$ cat src/design/pdc_pkg.sv
`default_nettype none

package pdc_pkg;

   localparam int READING_BITS   = 14;
   localparam int PH_FRAC_BITS   = 8;
   localparam int PH_BITS        = 14;
   localparam int SUM_BITS       = READING_BITS + 8;
   localparam int OFFSET_BITS    = 16;
   localparam int SLOPE_BITS     = 12;
   localparam int PH_CFG_BITS    = 12;
   localparam int WINDOW_BITS    = 11;
   localparam int LOCK_TICK_BITS = 16;
   localparam int LOCK_BITS      = 17;
   localparam int COUNT_BITS     = 8;
   localparam int CSR_INDEX_BITS = 3;
   localparam int CSR_DATA_BITS  = 16;
   localparam int DIV_BITS       = 24;
   localparam int DIVISOR_BITS   = 12;
   localparam int DIV_STEP_BITS  = 5;

   localparam logic [OFFSET_BITS-1:0]    BIAS_RESET_DEFAULT  = 16'd4695;
   localparam logic [SLOPE_BITS-1:0]     SLOPE_DEFAULT       = 12'd450;
   localparam logic [PH_CFG_BITS-1:0]    CAL_POINT_DEFAULT   = 12'd1792;
   localparam logic [PH_CFG_BITS-1:0]    SET_POINT_DEFAULT   = 12'd1485;
   localparam logic [WINDOW_BITS-1:0]    WINDOW_DEFAULT      = 11'd128;
   localparam logic [LOCK_TICK_BITS-1:0] LOCK_TICKS_DEFAULT  = 16'd60000;
   localparam logic [COUNT_BITS-1:0]     AVG_COUNT_DEFAULT   = 8'd10;

   localparam logic [LOCK_BITS-1:0]      LOCK_MAX    = {LOCK_BITS{1'b1}};
   localparam logic [DIV_BITS-1:0]       PH_POS_MAX  = 24'd8191;
   localparam logic [DIV_BITS-1:0]       PH_NEG_MAX  = 24'd8192;
   localparam logic [PH_BITS-1:0]        PH_SAT_HIGH = 14'h1FFF;
   localparam logic [PH_BITS-1:0]        PH_SAT_LOW  = 14'h2000;

   localparam logic [CSR_INDEX_BITS-1:0] CSR_BIAS_RESET    = 3'd0;
   localparam logic [CSR_INDEX_BITS-1:0] CSR_SLOPE         = 3'd1;
   localparam logic [CSR_INDEX_BITS-1:0] CSR_CAL_POINT     = 3'd2;
   localparam logic [CSR_INDEX_BITS-1:0] CSR_SET_POINT     = 3'd3;
   localparam logic [CSR_INDEX_BITS-1:0] CSR_WINDOW        = 3'd4;
   localparam logic [CSR_INDEX_BITS-1:0] CSR_LOCKOUT_TICKS = 3'd5;
   localparam logic [CSR_INDEX_BITS-1:0] CSR_AVG_COUNT     = 3'd6;

   localparam logic [1:0] MODE_IDLE  = 2'd0;
   localparam logic [1:0] MODE_RAISE = 2'd1;
   localparam logic [1:0] MODE_LOWER = 2'd2;

   typedef enum logic [1:0] {
      OP_SAMPLE    = 2'd0,
      OP_TICK      = 2'd1,
      OP_CALIBRATE = 2'd2,
      OP_NOP       = 2'd3
   } op_type;

   typedef enum logic [2:0] {
      ST_IDLE,
      ST_DECODE,
      ST_PH_WAIT,
      ST_AVG_CHECK,
      ST_AVG_WAIT,
      ST_FINISH
   } state_type;

   typedef struct packed {
      logic capture;
      logic decode;
      logic ph_start;
      logic ph_write;
      logic avg_start;
      logic avg_write;
      logic rsp_load;
   } cmd_type;

   typedef struct packed {
      op_type op;
      logic   changed;
      logic   avg_due;
      logic   div_done;
   } status_type;

endpackage

`default_nettype wire

$ cat src/design/ph_dosing_controller_top.sv
// pH dosing controller. One word in gives one word out, carrying the state left after
// it. A tick, calibrate or no-op goes from decode straight to the result register; a
// sample with a changed reading first runs a division for the pH value, and the end
// of an averaging window adds another division for the average. Both divisions share
// one restoring divider that retires one quotient bit per cycle over 24 bits. A new
// word is taken while the previous result is still waiting in the output register.
// The register port is always ready and may be written only while the block is idle.
`default_nettype none

module ph_dosing_controller_top import pdc_pkg::*; (
   input  logic                      clock,
   input  logic                      reset,
   input  logic                      csr_valid,
   output logic                      csr_ready,
   input  logic [CSR_INDEX_BITS-1:0] csr_index,
   input  logic [CSR_DATA_BITS-1:0]  csr_data,
   input  logic                      req_valid,
   output logic                      req_ready,
   input  logic [1:0]                req_op,
   input  logic [READING_BITS-1:0]   req_raw_reading,
   output logic                      rsp_valid,
   input  logic                      rsp_ready,
   output logic signed [PH_BITS-1:0] rsp_ph_value,
   output logic                      rsp_acid_pump,
   output logic                      rsp_base_pump,
   output logic [1:0]                rsp_dosing_mode,
   output logic                      rsp_lockout_active,
   output logic [READING_BITS-1:0]   rsp_average_reading,
   output logic [OFFSET_BITS-1:0]    rsp_offset_now
);

   cmd_type    cmd;
   status_type status;

   assign csr_ready = 1'b1;

   pdc_ctrl u_ctrl (
      .clock     (clock),
      .reset     (reset),
      .req_valid (req_valid),
      .req_ready (req_ready),
      .rsp_valid (rsp_valid),
      .rsp_ready (rsp_ready),
      .status    (status),
      .cmd       (cmd)
   );

   pdc_datapath u_datapath (
      .clock               (clock),
      .reset               (reset),
      .csr_write           (csr_valid & csr_ready),
      .csr_index           (csr_index),
      .csr_data            (csr_data),
      .req_op              (req_op),
      .req_raw_reading     (req_raw_reading),
      .cmd                 (cmd),
      .status              (status),
      .rsp_ph_value        (rsp_ph_value),
      .rsp_acid_pump       (rsp_acid_pump),
      .rsp_base_pump       (rsp_base_pump),
      .rsp_dosing_mode     (rsp_dosing_mode),
      .rsp_lockout_active  (rsp_lockout_active),
      .rsp_average_reading (rsp_average_reading),
      .rsp_offset_now      (rsp_offset_now)
   );

endmodule

`default_nettype wire

$ cat src/design/pdc_div.sv
`default_nettype none

module pdc_div import pdc_pkg::*; (
   input  logic                    clock,
   input  logic                    reset,
   input  logic                    start,
   input  logic [DIV_BITS-1:0]     dividend,
   input  logic [DIVISOR_BITS-1:0] divisor,
   output logic                    done,
   output logic [DIV_BITS-1:0]     quotient
);

   localparam logic [DIV_STEP_BITS-1:0] DIV_LAST = DIV_STEP_BITS'(DIV_BITS - 1);

   logic [DIV_BITS-1:0]     quot_ff;
   logic [DIVISOR_BITS-1:0] rem_ff;
   logic [DIVISOR_BITS-1:0] dvs_ff;
   logic [DIV_STEP_BITS-1:0] step_ff;
   logic                    run_ff;
   logic                    done_ff;

   logic [DIVISOR_BITS:0]   rem_shift;
   logic [DIVISOR_BITS:0]   rem_diff;
   logic                    fits;
   logic [DIVISOR_BITS-1:0] rem_in;

   always_comb begin
      rem_shift = {rem_ff, quot_ff[DIV_BITS-1]};
      rem_diff  = rem_shift - {1'b0, dvs_ff};
      fits      = rem_shift >= {1'b0, dvs_ff};
      rem_in    = fits ? rem_diff[DIVISOR_BITS-1:0] : rem_shift[DIVISOR_BITS-1:0];
   end

   always_ff @(posedge clock) begin
      if (reset) begin
         run_ff  <= 1'b0;
         done_ff <= 1'b0;
         step_ff <= '0;
      end else begin
         done_ff <= 1'b0;
         if (start) begin
            run_ff  <= 1'b1;
            step_ff <= DIV_LAST;
         end else if (run_ff) begin
            if (step_ff == '0) begin
               run_ff  <= 1'b0;
               done_ff <= 1'b1;
            end else begin
               step_ff <= step_ff - 1'b1;
            end
         end
      end
   end

   always_ff @(posedge clock) begin
      if (start) begin
         quot_ff <= dividend;
         rem_ff  <= '0;
         dvs_ff  <= divisor;
      end else if (run_ff) begin
         quot_ff <= {quot_ff[DIV_BITS-2:0], fits};
         rem_ff  <= rem_in;
      end
   end

   assign done     = done_ff;
   assign quotient = quot_ff;

endmodule

`default_nettype wire

$ cat src/design/pdc_datapath.sv
`default_nettype none

module pdc_datapath import pdc_pkg::*; (
   input  logic                      clock,
   input  logic                      reset,
   input  logic                      csr_write,
   input  logic [CSR_INDEX_BITS-1:0] csr_index,
   input  logic [CSR_DATA_BITS-1:0]  csr_data,
   input  logic [1:0]                req_op,
   input  logic [READING_BITS-1:0]   req_raw_reading,
   input  cmd_type                   cmd,
   output status_type                status,
   output logic signed [PH_BITS-1:0] rsp_ph_value,
   output logic                      rsp_acid_pump,
   output logic                      rsp_base_pump,
   output logic [1:0]                rsp_dosing_mode,
   output logic                      rsp_lockout_active,
   output logic [READING_BITS-1:0]   rsp_average_reading,
   output logic [OFFSET_BITS-1:0]    rsp_offset_now
);

   // configuration
   logic [SLOPE_BITS-1:0]     slope_ff;
   logic [PH_CFG_BITS-1:0]    cal_point_ff;
   logic [PH_CFG_BITS-1:0]    set_point_ff;
   logic [WINDOW_BITS-1:0]    window_ff;
   logic [LOCK_TICK_BITS-1:0] lock_ticks_ff;
   logic [COUNT_BITS-1:0]     avg_count_ff;

   // controller state
   logic [OFFSET_BITS-1:0]    offset_ff;
   logic signed [PH_BITS-1:0] ph_ff;
   logic [READING_BITS-1:0]   prev_ff;
   logic [SUM_BITS-1:0]       sum_ff;
   logic [COUNT_BITS-1:0]     count_ff;
   logic [READING_BITS-1:0]   avg_ff;
   logic [LOCK_BITS-1:0]      lock_cnt_ff;
   logic                      expired_ff;
   logic                      raise_ff;
   logic                      lower_ff;
   logic                      acid_ff;
   logic                      base_ff;
   logic                      avg_due_ff;

   // item under work
   op_type                    op_ff;
   logic [READING_BITS-1:0]   reading_ff;
   logic                      ph_neg_ff;

   logic [LOCK_BITS-1:0]      lock_cnt_in;
   logic                      expired_in;
   logic                      raise_in;
   logic                      lower_in;
   logic                      acid_in;
   logic                      base_in;

   logic signed [15:0]        ph_w;
   logic signed [15:0]        sp_w;
   logic signed [15:0]        half_w;
   logic                      below;
   logic                      above;

   logic                      changed;
   logic [SUM_BITS-1:0]       sum_plus;
   logic [COUNT_BITS:0]       count_p1;
   logic [COUNT_BITS-1:0]     cnt_eff;
   logic                      due;
   logic [SLOPE_BITS-1:0]     slope_eff;

   logic [OFFSET_BITS+1:0]    ph_diff;
   logic [OFFSET_BITS+1:0]    ph_mag;
   logic [DIV_BITS-1:0]       quot;
   logic                      div_done;
   logic                      div_start;
   logic [DIV_BITS-1:0]       div_dividend;
   logic [DIVISOR_BITS-1:0]   div_divisor;
   logic [PH_BITS-1:0]        ph_sat;

   logic [2*PH_CFG_BITS-1:0]  cal_prod;
   logic [OFFSET_BITS:0]      cal_sum;
   logic [OFFSET_BITS-1:0]    cal_offset;

   always_comb begin
      ph_w   = 16'(ph_ff);
      sp_w   = $signed({4'b0, set_point_ff});
      half_w = $signed({6'b0, window_ff[WINDOW_BITS-1:1]});
      below  = ph_w < (sp_w - half_w);
      above  = ph_w > (sp_w + half_w);

      lock_cnt_in = lock_cnt_ff;
      expired_in  = expired_ff;
      raise_in    = raise_ff;
      lower_in    = lower_ff;
      acid_in     = acid_ff;
      base_in     = base_ff;
      if (below && expired_ff) begin
         expired_in  = 1'b0;
         lock_cnt_in = '0;
         raise_in    = 1'b1;
         lower_in    = 1'b0;
         base_in     = 1'b1;
      end else if (above && expired_ff) begin
         expired_in  = 1'b0;
         lock_cnt_in = '0;
         raise_in    = 1'b0;
         lower_in    = 1'b1;
         acid_in     = 1'b1;
      end
      if ((lower_in && (ph_w < sp_w)) || (raise_in && (ph_w > sp_w))) begin
         raise_in = 1'b0;
         lower_in = 1'b0;
         acid_in  = 1'b0;
         base_in  = 1'b0;
      end
   end

   always_comb begin
      changed   = reading_ff != prev_ff;
      sum_plus  = sum_ff + {{(SUM_BITS-READING_BITS){1'b0}}, reading_ff};
      count_p1  = {1'b0, count_ff} + 1'b1;
      cnt_eff   = (avg_count_ff == '0) ? COUNT_BITS'(1) : avg_count_ff;
      due       = count_p1 >= {1'b0, cnt_eff};
      slope_eff = (slope_ff == '0) ? SLOPE_BITS'(1) : slope_ff;

      ph_diff   = {2'b00, offset_ff} - {4'b0000, reading_ff};
      ph_mag    = ph_diff[OFFSET_BITS+1] ? (~ph_diff + 1'b1) : ph_diff;

      div_start    = cmd.ph_start | cmd.avg_start;
      div_dividend = cmd.ph_start ? {ph_mag[OFFSET_BITS-1:0], {PH_FRAC_BITS{1'b0}}}
                                  : {{(DIV_BITS-SUM_BITS){1'b0}}, sum_ff};
      div_divisor  = cmd.ph_start ? slope_eff
                                  : {{(DIVISOR_BITS-COUNT_BITS){1'b0}}, cnt_eff};

      if (!ph_neg_ff) begin
         ph_sat = (quot > PH_POS_MAX) ? PH_SAT_HIGH : quot[PH_BITS-1:0];
      end else begin
         ph_sat = (quot > PH_NEG_MAX) ? PH_SAT_LOW : (~quot[PH_BITS-1:0] + 1'b1);
      end

      cal_prod   = {{PH_CFG_BITS{1'b0}}, cal_point_ff} * {{PH_CFG_BITS{1'b0}}, slope_ff};
      cal_sum    = {1'b0, cal_prod[2*PH_CFG_BITS-1:8]} + {3'b000, avg_ff};
      cal_offset = cal_sum[OFFSET_BITS] ? {OFFSET_BITS{1'b1}} : cal_sum[OFFSET_BITS-1:0];
   end

   pdc_div u_div (
      .clock    (clock),
      .reset    (reset),
      .start    (div_start),
      .dividend (div_dividend),
      .divisor  (div_divisor),
      .done     (div_done),
      .quotient (quot)
   );

   always_ff @(posedge clock) begin
      if (reset) begin
         slope_ff      <= SLOPE_DEFAULT;
         cal_point_ff  <= CAL_POINT_DEFAULT;
         set_point_ff  <= SET_POINT_DEFAULT;
         window_ff     <= WINDOW_DEFAULT;
         lock_ticks_ff <= LOCK_TICKS_DEFAULT;
         avg_count_ff  <= AVG_COUNT_DEFAULT;
         offset_ff     <= BIAS_RESET_DEFAULT;
         ph_ff         <= '0;
         prev_ff       <= '0;
         sum_ff        <= '0;
         count_ff      <= '0;
         avg_ff        <= '0;
         lock_cnt_ff   <= '0;
         expired_ff    <= 1'b1;
         raise_ff      <= 1'b0;
         lower_ff      <= 1'b0;
         acid_ff       <= 1'b0;
         base_ff       <= 1'b0;
         avg_due_ff    <= 1'b0;
      end else begin
         if (csr_write) begin
            unique case (csr_index)
               CSR_BIAS_RESET:    offset_ff     <= csr_data;
               CSR_SLOPE:         slope_ff      <= csr_data[SLOPE_BITS-1:0];
               CSR_CAL_POINT:     cal_point_ff  <= csr_data[PH_CFG_BITS-1:0];
               CSR_SET_POINT:     set_point_ff  <= csr_data[PH_CFG_BITS-1:0];
               CSR_WINDOW:        window_ff     <= csr_data[WINDOW_BITS-1:0];
               CSR_LOCKOUT_TICKS: lock_ticks_ff <= csr_data[LOCK_TICK_BITS-1:0];
               CSR_AVG_COUNT:     avg_count_ff  <= csr_data[COUNT_BITS-1:0];
               default: ;
            endcase
         end
         if (cmd.decode) begin
            unique case (op_ff)
               OP_SAMPLE: begin
                  lock_cnt_ff <= lock_cnt_in;
                  expired_ff  <= expired_in;
                  raise_ff    <= raise_in;
                  lower_ff    <= lower_in;
                  acid_ff     <= acid_in;
                  base_ff     <= base_in;
                  prev_ff     <= reading_ff;
                  if (changed) begin
                     sum_ff <= sum_plus;
                  end
                  count_ff   <= due ? '0 : count_p1[COUNT_BITS-1:0];
                  avg_due_ff <= due;
               end
               OP_TICK: begin
                  if ((lock_cnt_ff >= {1'b0, lock_ticks_ff}) && !expired_ff) begin
                     expired_ff <= 1'b1;
                  end else if (lock_cnt_ff != LOCK_MAX) begin
                     lock_cnt_ff <= lock_cnt_ff + 1'b1;
                  end
               end
               OP_CALIBRATE: offset_ff <= cal_offset;
               OP_NOP: ;
            endcase
         end
         if (cmd.ph_write) begin
            ph_ff <= ph_sat;
         end
         if (cmd.avg_start) begin
            sum_ff <= '0;
         end
         if (cmd.avg_write) begin
            avg_ff <= quot[READING_BITS-1:0];
         end
      end
   end

   always_ff @(posedge clock) begin
      if (cmd.capture) begin
         op_ff      <= op_type'(req_op);
         reading_ff <= req_raw_reading;
      end
      if (cmd.ph_start) begin
         ph_neg_ff <= ph_diff[OFFSET_BITS+1];
      end
      if (cmd.rsp_load) begin
         rsp_ph_value        <= ph_ff;
         rsp_acid_pump       <= acid_ff;
         rsp_base_pump       <= base_ff;
         rsp_dosing_mode     <= raise_ff ? MODE_RAISE : (lower_ff ? MODE_LOWER : MODE_IDLE);
         rsp_lockout_active  <= !expired_ff;
         rsp_average_reading <= avg_ff;
         rsp_offset_now      <= offset_ff;
      end
   end

   always_comb begin
      status.op       = op_ff;
      status.changed  = changed;
      status.avg_due  = avg_due_ff;
      status.div_done = div_done;
   end

endmodule

`default_nettype wire

$ cat src/design/pdc_ctrl.sv
`default_nettype none

module pdc_ctrl import pdc_pkg::*; (
   input  logic       clock,
   input  logic       reset,
   input  logic       req_valid,
   output logic       req_ready,
   output logic       rsp_valid,
   input  logic       rsp_ready,
   input  status_type status,
   output cmd_type    cmd
);

   state_type state_ff;
   state_type state_in;
   logic      rsp_valid_ff;
   logic      rsp_valid_in;

   always_ff @(posedge clock) begin
      if (reset) begin
         state_ff     <= ST_IDLE;
         rsp_valid_ff <= 1'b0;
      end else begin
         state_ff     <= state_in;
         rsp_valid_ff <= rsp_valid_in;
      end
   end

   always_comb begin
      state_in  = state_ff;
      cmd       = '0;
      req_ready = 1'b0;
      rsp_valid_in = rsp_valid_ff && !rsp_ready;
      unique case (state_ff)
         ST_IDLE: begin
            req_ready = 1'b1;
            if (req_valid) begin
               cmd.capture = 1'b1;
               state_in    = ST_DECODE;
            end
         end
         ST_DECODE: begin
            cmd.decode = 1'b1;
            if (status.op != OP_SAMPLE) begin
               state_in = ST_FINISH;
            end else if (status.changed) begin
               cmd.ph_start = 1'b1;
               state_in     = ST_PH_WAIT;
            end else begin
               state_in = ST_AVG_CHECK;
            end
         end
         ST_PH_WAIT: begin
            if (status.div_done) begin
               cmd.ph_write = 1'b1;
               state_in     = ST_AVG_CHECK;
            end
         end
         ST_AVG_CHECK: begin
            if (status.avg_due) begin
               cmd.avg_start = 1'b1;
               state_in      = ST_AVG_WAIT;
            end else begin
               state_in = ST_FINISH;
            end
         end
         ST_AVG_WAIT: begin
            if (status.div_done) begin
               cmd.avg_write = 1'b1;
               state_in      = ST_FINISH;
            end
         end
         ST_FINISH: begin
            if (!rsp_valid_ff || rsp_ready) begin
               cmd.rsp_load = 1'b1;
               rsp_valid_in = 1'b1;
               state_in     = ST_IDLE;
            end
         end
         default: state_in = ST_IDLE;
      endcase
   end

   assign rsp_valid = rsp_valid_ff;

endmodule

`default_nettype wire

$ cat config.mk
export PLATFORM = sky130hd
export DESIGN_NAME = ph_dosing_controller_top
export DESIGN_NICKNAME = d
export VERILOG_FILES = /design/src/design/pdc_pkg.sv /design/src/design/ph_dosing_controller_top.sv /design/src/design/pdc_div.sv /design/src/design/pdc_datapath.sv /design/src/design/pdc_ctrl.sv
export SDC_FILE = /design/constraint.sdc
export NUM_CORES = 1
export LEC_CHECK = 0
export BUFFER_PORTS_ARGS = -buffer_cell sky130_fd_sc_hd__buf_4
export CAP_MARGIN = 30
export CORE_MARGIN = 8
export CORE_UTILIZATION = 63
export CTS_CLUSTER_SIZE = 16
export DETAILED_ROUTE_END_ITERATION = 7
export MAX_ROUTING_LAYER = met4
export PLACE_DENSITY = 0.88
export SLEW_MARGIN = 40
export SYNTH_ARGS = -nofsm -noshare
export SYNTH_HDL_FRONTEND = slang
export SYNTH_SLANG_ARGS = --single-unit
$ cat constraint.sdc
create_clock -name clock -period 9.6 [get_ports clock]
set_input_delay 0.48 -clock clock [delete_from_list [all_inputs] [get_ports clock]]
set_output_delay 0.48 -clock clock [all_outputs]
set_load 0.01 [all_outputs]
==> summary.txt <==
Drt
  • Residual DRC: 0
  • ANT nets after route: 0
  • Vias: 18700
  • Avg WL per Cell: 19.6 µm
  • Via density: 6.17
  • Drt pass-1 iters: 6
  • Post-Route WL: 59500 µm
  • Initial DRC count: 1599

GRT
  • Overall Global Routing Usage: 0.293
  • GR Util met3: 0.0476
  • Initial antenna violation count: 0
  • Largest net degree at the start of global routing: 104
  • First-pass GRT wire length: 95600 µm
  • Remaining global-route overflow: 0
  • Top Usage Layer GRT: met2
  • Number of global-route vias before repair: 18700
  • Met1 GRT Util: 0.355
  • Grt met2 use: 0.476

Floorplan
  • DIE AREA: 40800 µm²
  • Die Wd: 202 µm
  • Die Ht: 202 µm
  • Site Rows: 68
  • Core area: 34300 µm²
  • Starting density of the core: 0.636
  • I/O pin count: 92

STA
  • Worst Clk Skew: 0.0183 ns
  • Hold Slack: 0.129 ns
  • Setup TNS: 0 ns
  • Final critical-path setup slack: 1.90 ns
  • Slew @ Worst Pin: 0.806 ns
  • Max Transition Viols Final: 0
  • Final hold vios: 0
  • Period utilization: 0.803
  • Final setup viols: 0
  • Max-slew headroom: 0.463
  • Fmax: 0.130 GHz
  • Final worst path period need: 7.70 ns
  • Unrepaired setup endpoints after global routing: false

Placement
  • Dpl ws: 1.98 ns
  • Port Buffers: 90
  • Inst Count DP: 2971
  • GP Congestion: 0.966
  • Post-DP HPWL: 43900 µm
  • Placed Area: 22800 µm²

Power and ir drop
  • Lkg Pwr: 10.5 nW
  • PD cells: 155 nW/µm²
  • Peak VDD IR: 245 µV

Synthesis
  • Post-synth EDFFs: 102
  • Library cells used by synthesis: 76
  • Top FF cell, synth: dfxtp_1
  • Mean Syn Cell Area: 8.64 µm²
  • Register bit total from synthesis: 306
  • Syn_nets: 2869
  • Post-synth design cell area: 21800 µm²
  • Yosys warnings: 0
  • Post-synth ARST share: 0
  • Synth Instances: 2522
  • Sequential-to-total area share from yosys stat: 0.328

Final layout
  • Final instance count without filler cells: 3034
  • N_diodes: 0
  • Area growth, synth to finish: 9.71%
  • Design Area, Final: 23900 µm²
  • Filler cell count in the final layout: 2552
  • Fraction of layout cells with a size suffix above 1: 0.0725
  • Total Nets Final: 2900

CTS
  • Worst skew pair latency: 0.53 ns
  • H-tree depth: 2
  • Post-CTS Setup Inserts: 0
  • Root Buffer Master: clkbuf_16
  • Max Buffers Root-to-Sink: 3
  • Worst-path clk slew: 0.06 ns
  • Post-cts hold buffer count: 0
  • CTS resizes: 0
  • Clk sinks: 306
  • CTS tree: yes
  • TritonCTS Buffers: 35

Setup path
  • Critical setup path kind: flop to flop
  • CP delay by family, top: compound AO/OA/AOI/OAI gates
  • Critical path endpoint category: flop
  • CP Buf/Inv Count: 3
  • CP Launch Type: flop
  • Most frequent CP cell: fa_1
  • Worst EP arrival: 8.11 ns
  • Slowest CP cell: o41ai_1
  • WP data required: 10.01 ns
  • CP max stage delay: 0.70 ns
  • CP Max Fanout: 15

Status
  • Outcome: finished clean

Min path
  • Hold Crit Class: input pin to flop

Job
  • Max_cap viols: 0
[layout make-up]
type | count | area (µm²) | area share
Clock buffer | 47 | 963 | 0.0403
Tap cell | 455 | 569 | 0.0238
Inverter | 242 | 908 | 0.0380
Sequential cell | 306 | 7150 | 0.299
Multi-Input combinational cell | 1867 | 13400 | 0.559
Clock inverter | 16 | 183 | 0.00764
Timing Repair Buffer | 101 | 762 | 0.0319
[flip-flops by register name (all words and copies together), names as in the netlist, 16 cells and up]
signal                     flops
u_datapath.lock_ticks_ff      16
u_datapath.rsp_offset_now     16
u_datapath.offset_ff          16
u_datapath.sum_ff             22
u_datapath.u_div.quotient     24
u_datapath.lock_cnt_ff        17
[cells in the mapped netlist (10+ instances only)]
library cell,n,area share
and3_1,25,0.0072
or3_1,19,0.0055
fa_1,105,0.096
xor2_1,48,0.019
o21a_1,11,0.0038
nand3b_1,25,0.0086
nor2_1,146,0.025
a31oi_1,23,0.0066
a21o_1,37,0.013
nor3_1,48,0.011
nor4_1,16,0.0046
inv_1,241,0.042
a221oi_1,10,0.0040
nand4_1,16,0.0046
xnor2_1,61,0.025
o211ai_1,15,0.0052
nand2b_1,29,0.0083
a211oi_1,20,0.0069
o21ai_0,68,0.016
or4_1,21,0.0072
ha_1,202,0.12
a22oi_1,13,0.0045
nand2_1,415,0.071
o31ai_1,18,0.0062
edfxtp_1,102,0.14
mux2i_1,25,0.011
a21oi_1,222,0.051
or2_2,10,0.0029
and2_1,64,0.018
clkbuf_1,95,0.016
nand3_1,39,0.0090
o21bai_1,15,0.0052
nor2b_1,28,0.0080
dfxtp_1,204,0.19
[metrics by stage]
step / utilization / power (W)
2_1_floorplan: - / 0.00212
3_3_place_gp: 0.663 / 0.00230
3_5_place_dp: 0.664 / 0.00234
4_1_cts: 0.697 / 0.00370
5_1_grt: 0.697 / 0.00386
6_report: 0.697 / 0.00370
[layout by cell type, fill, tap and decap left out, drive strengths merged, types with 15 or more instances in the layout]
master	n
inv	242
and2	64
nand3	39
nand2b	29
clkbuf	47
and3	25
o21bai	15
buf	101
mux2i	25
nor2	147
fa	105
nand2	415
o211ai	15
nor3	49
nor2b	28
a21oi	222
o21ai	70
dfxtp	204
nand4	16
a31oi	23
nand3b	25
or4	21
edfxtp	102
xnor2	61
or3	23
nor4	16
a211oi	20
ha	202
o31ai	18
a21o	37
xor2	48
[per-layer routing]
layer  up-vias  wire, µm  share of wire
met5         -         0              0
met4         0      3000          0.050
met3       218      4930          0.083
met2       827     28200           0.47
met1      9032     23400           0.39
li1       8656         -              -
[logic make-up (layout without fill, tap and decap cells)]
family          after synthesis  count (layout)  synth area share
mux                          25              25            0.0115
buf+inv                     349             406            0.0605
other cells                   1               1          0.000172
flops                       306             306             0.328
compound gates              495             495             0.139
simple gates                930             930             0.204
xor+xnor                    109             109            0.0438
fa+ha+maj                   307             307             0.212
[where the power goes]
group          internal (W)  switching (W)
sequential          0.00141      0.0000866
clock              0.000813       0.000545
combinational      0.000349       0.000499
total               0.00257        0.00113
[final timing paths]
path                                             start                         to  slack [ns]  cells past startpoint
worst max-delay path            u_datapath.slope_ff[3]   u_datapath.offset_ff[11]        1.90                     25
worst min register to register      u_datapath.base_ff   u_datapath.rsp_base_pump        0.44                      0
worst min-delay path               req_raw_reading[13]  u_datapath.reading_ff[13]        0.13                      1
worst max register to register  u_datapath.slope_ff[3]   u_datapath.offset_ff[11]        1.90                     25
Power figures use the tool's default switching activity.
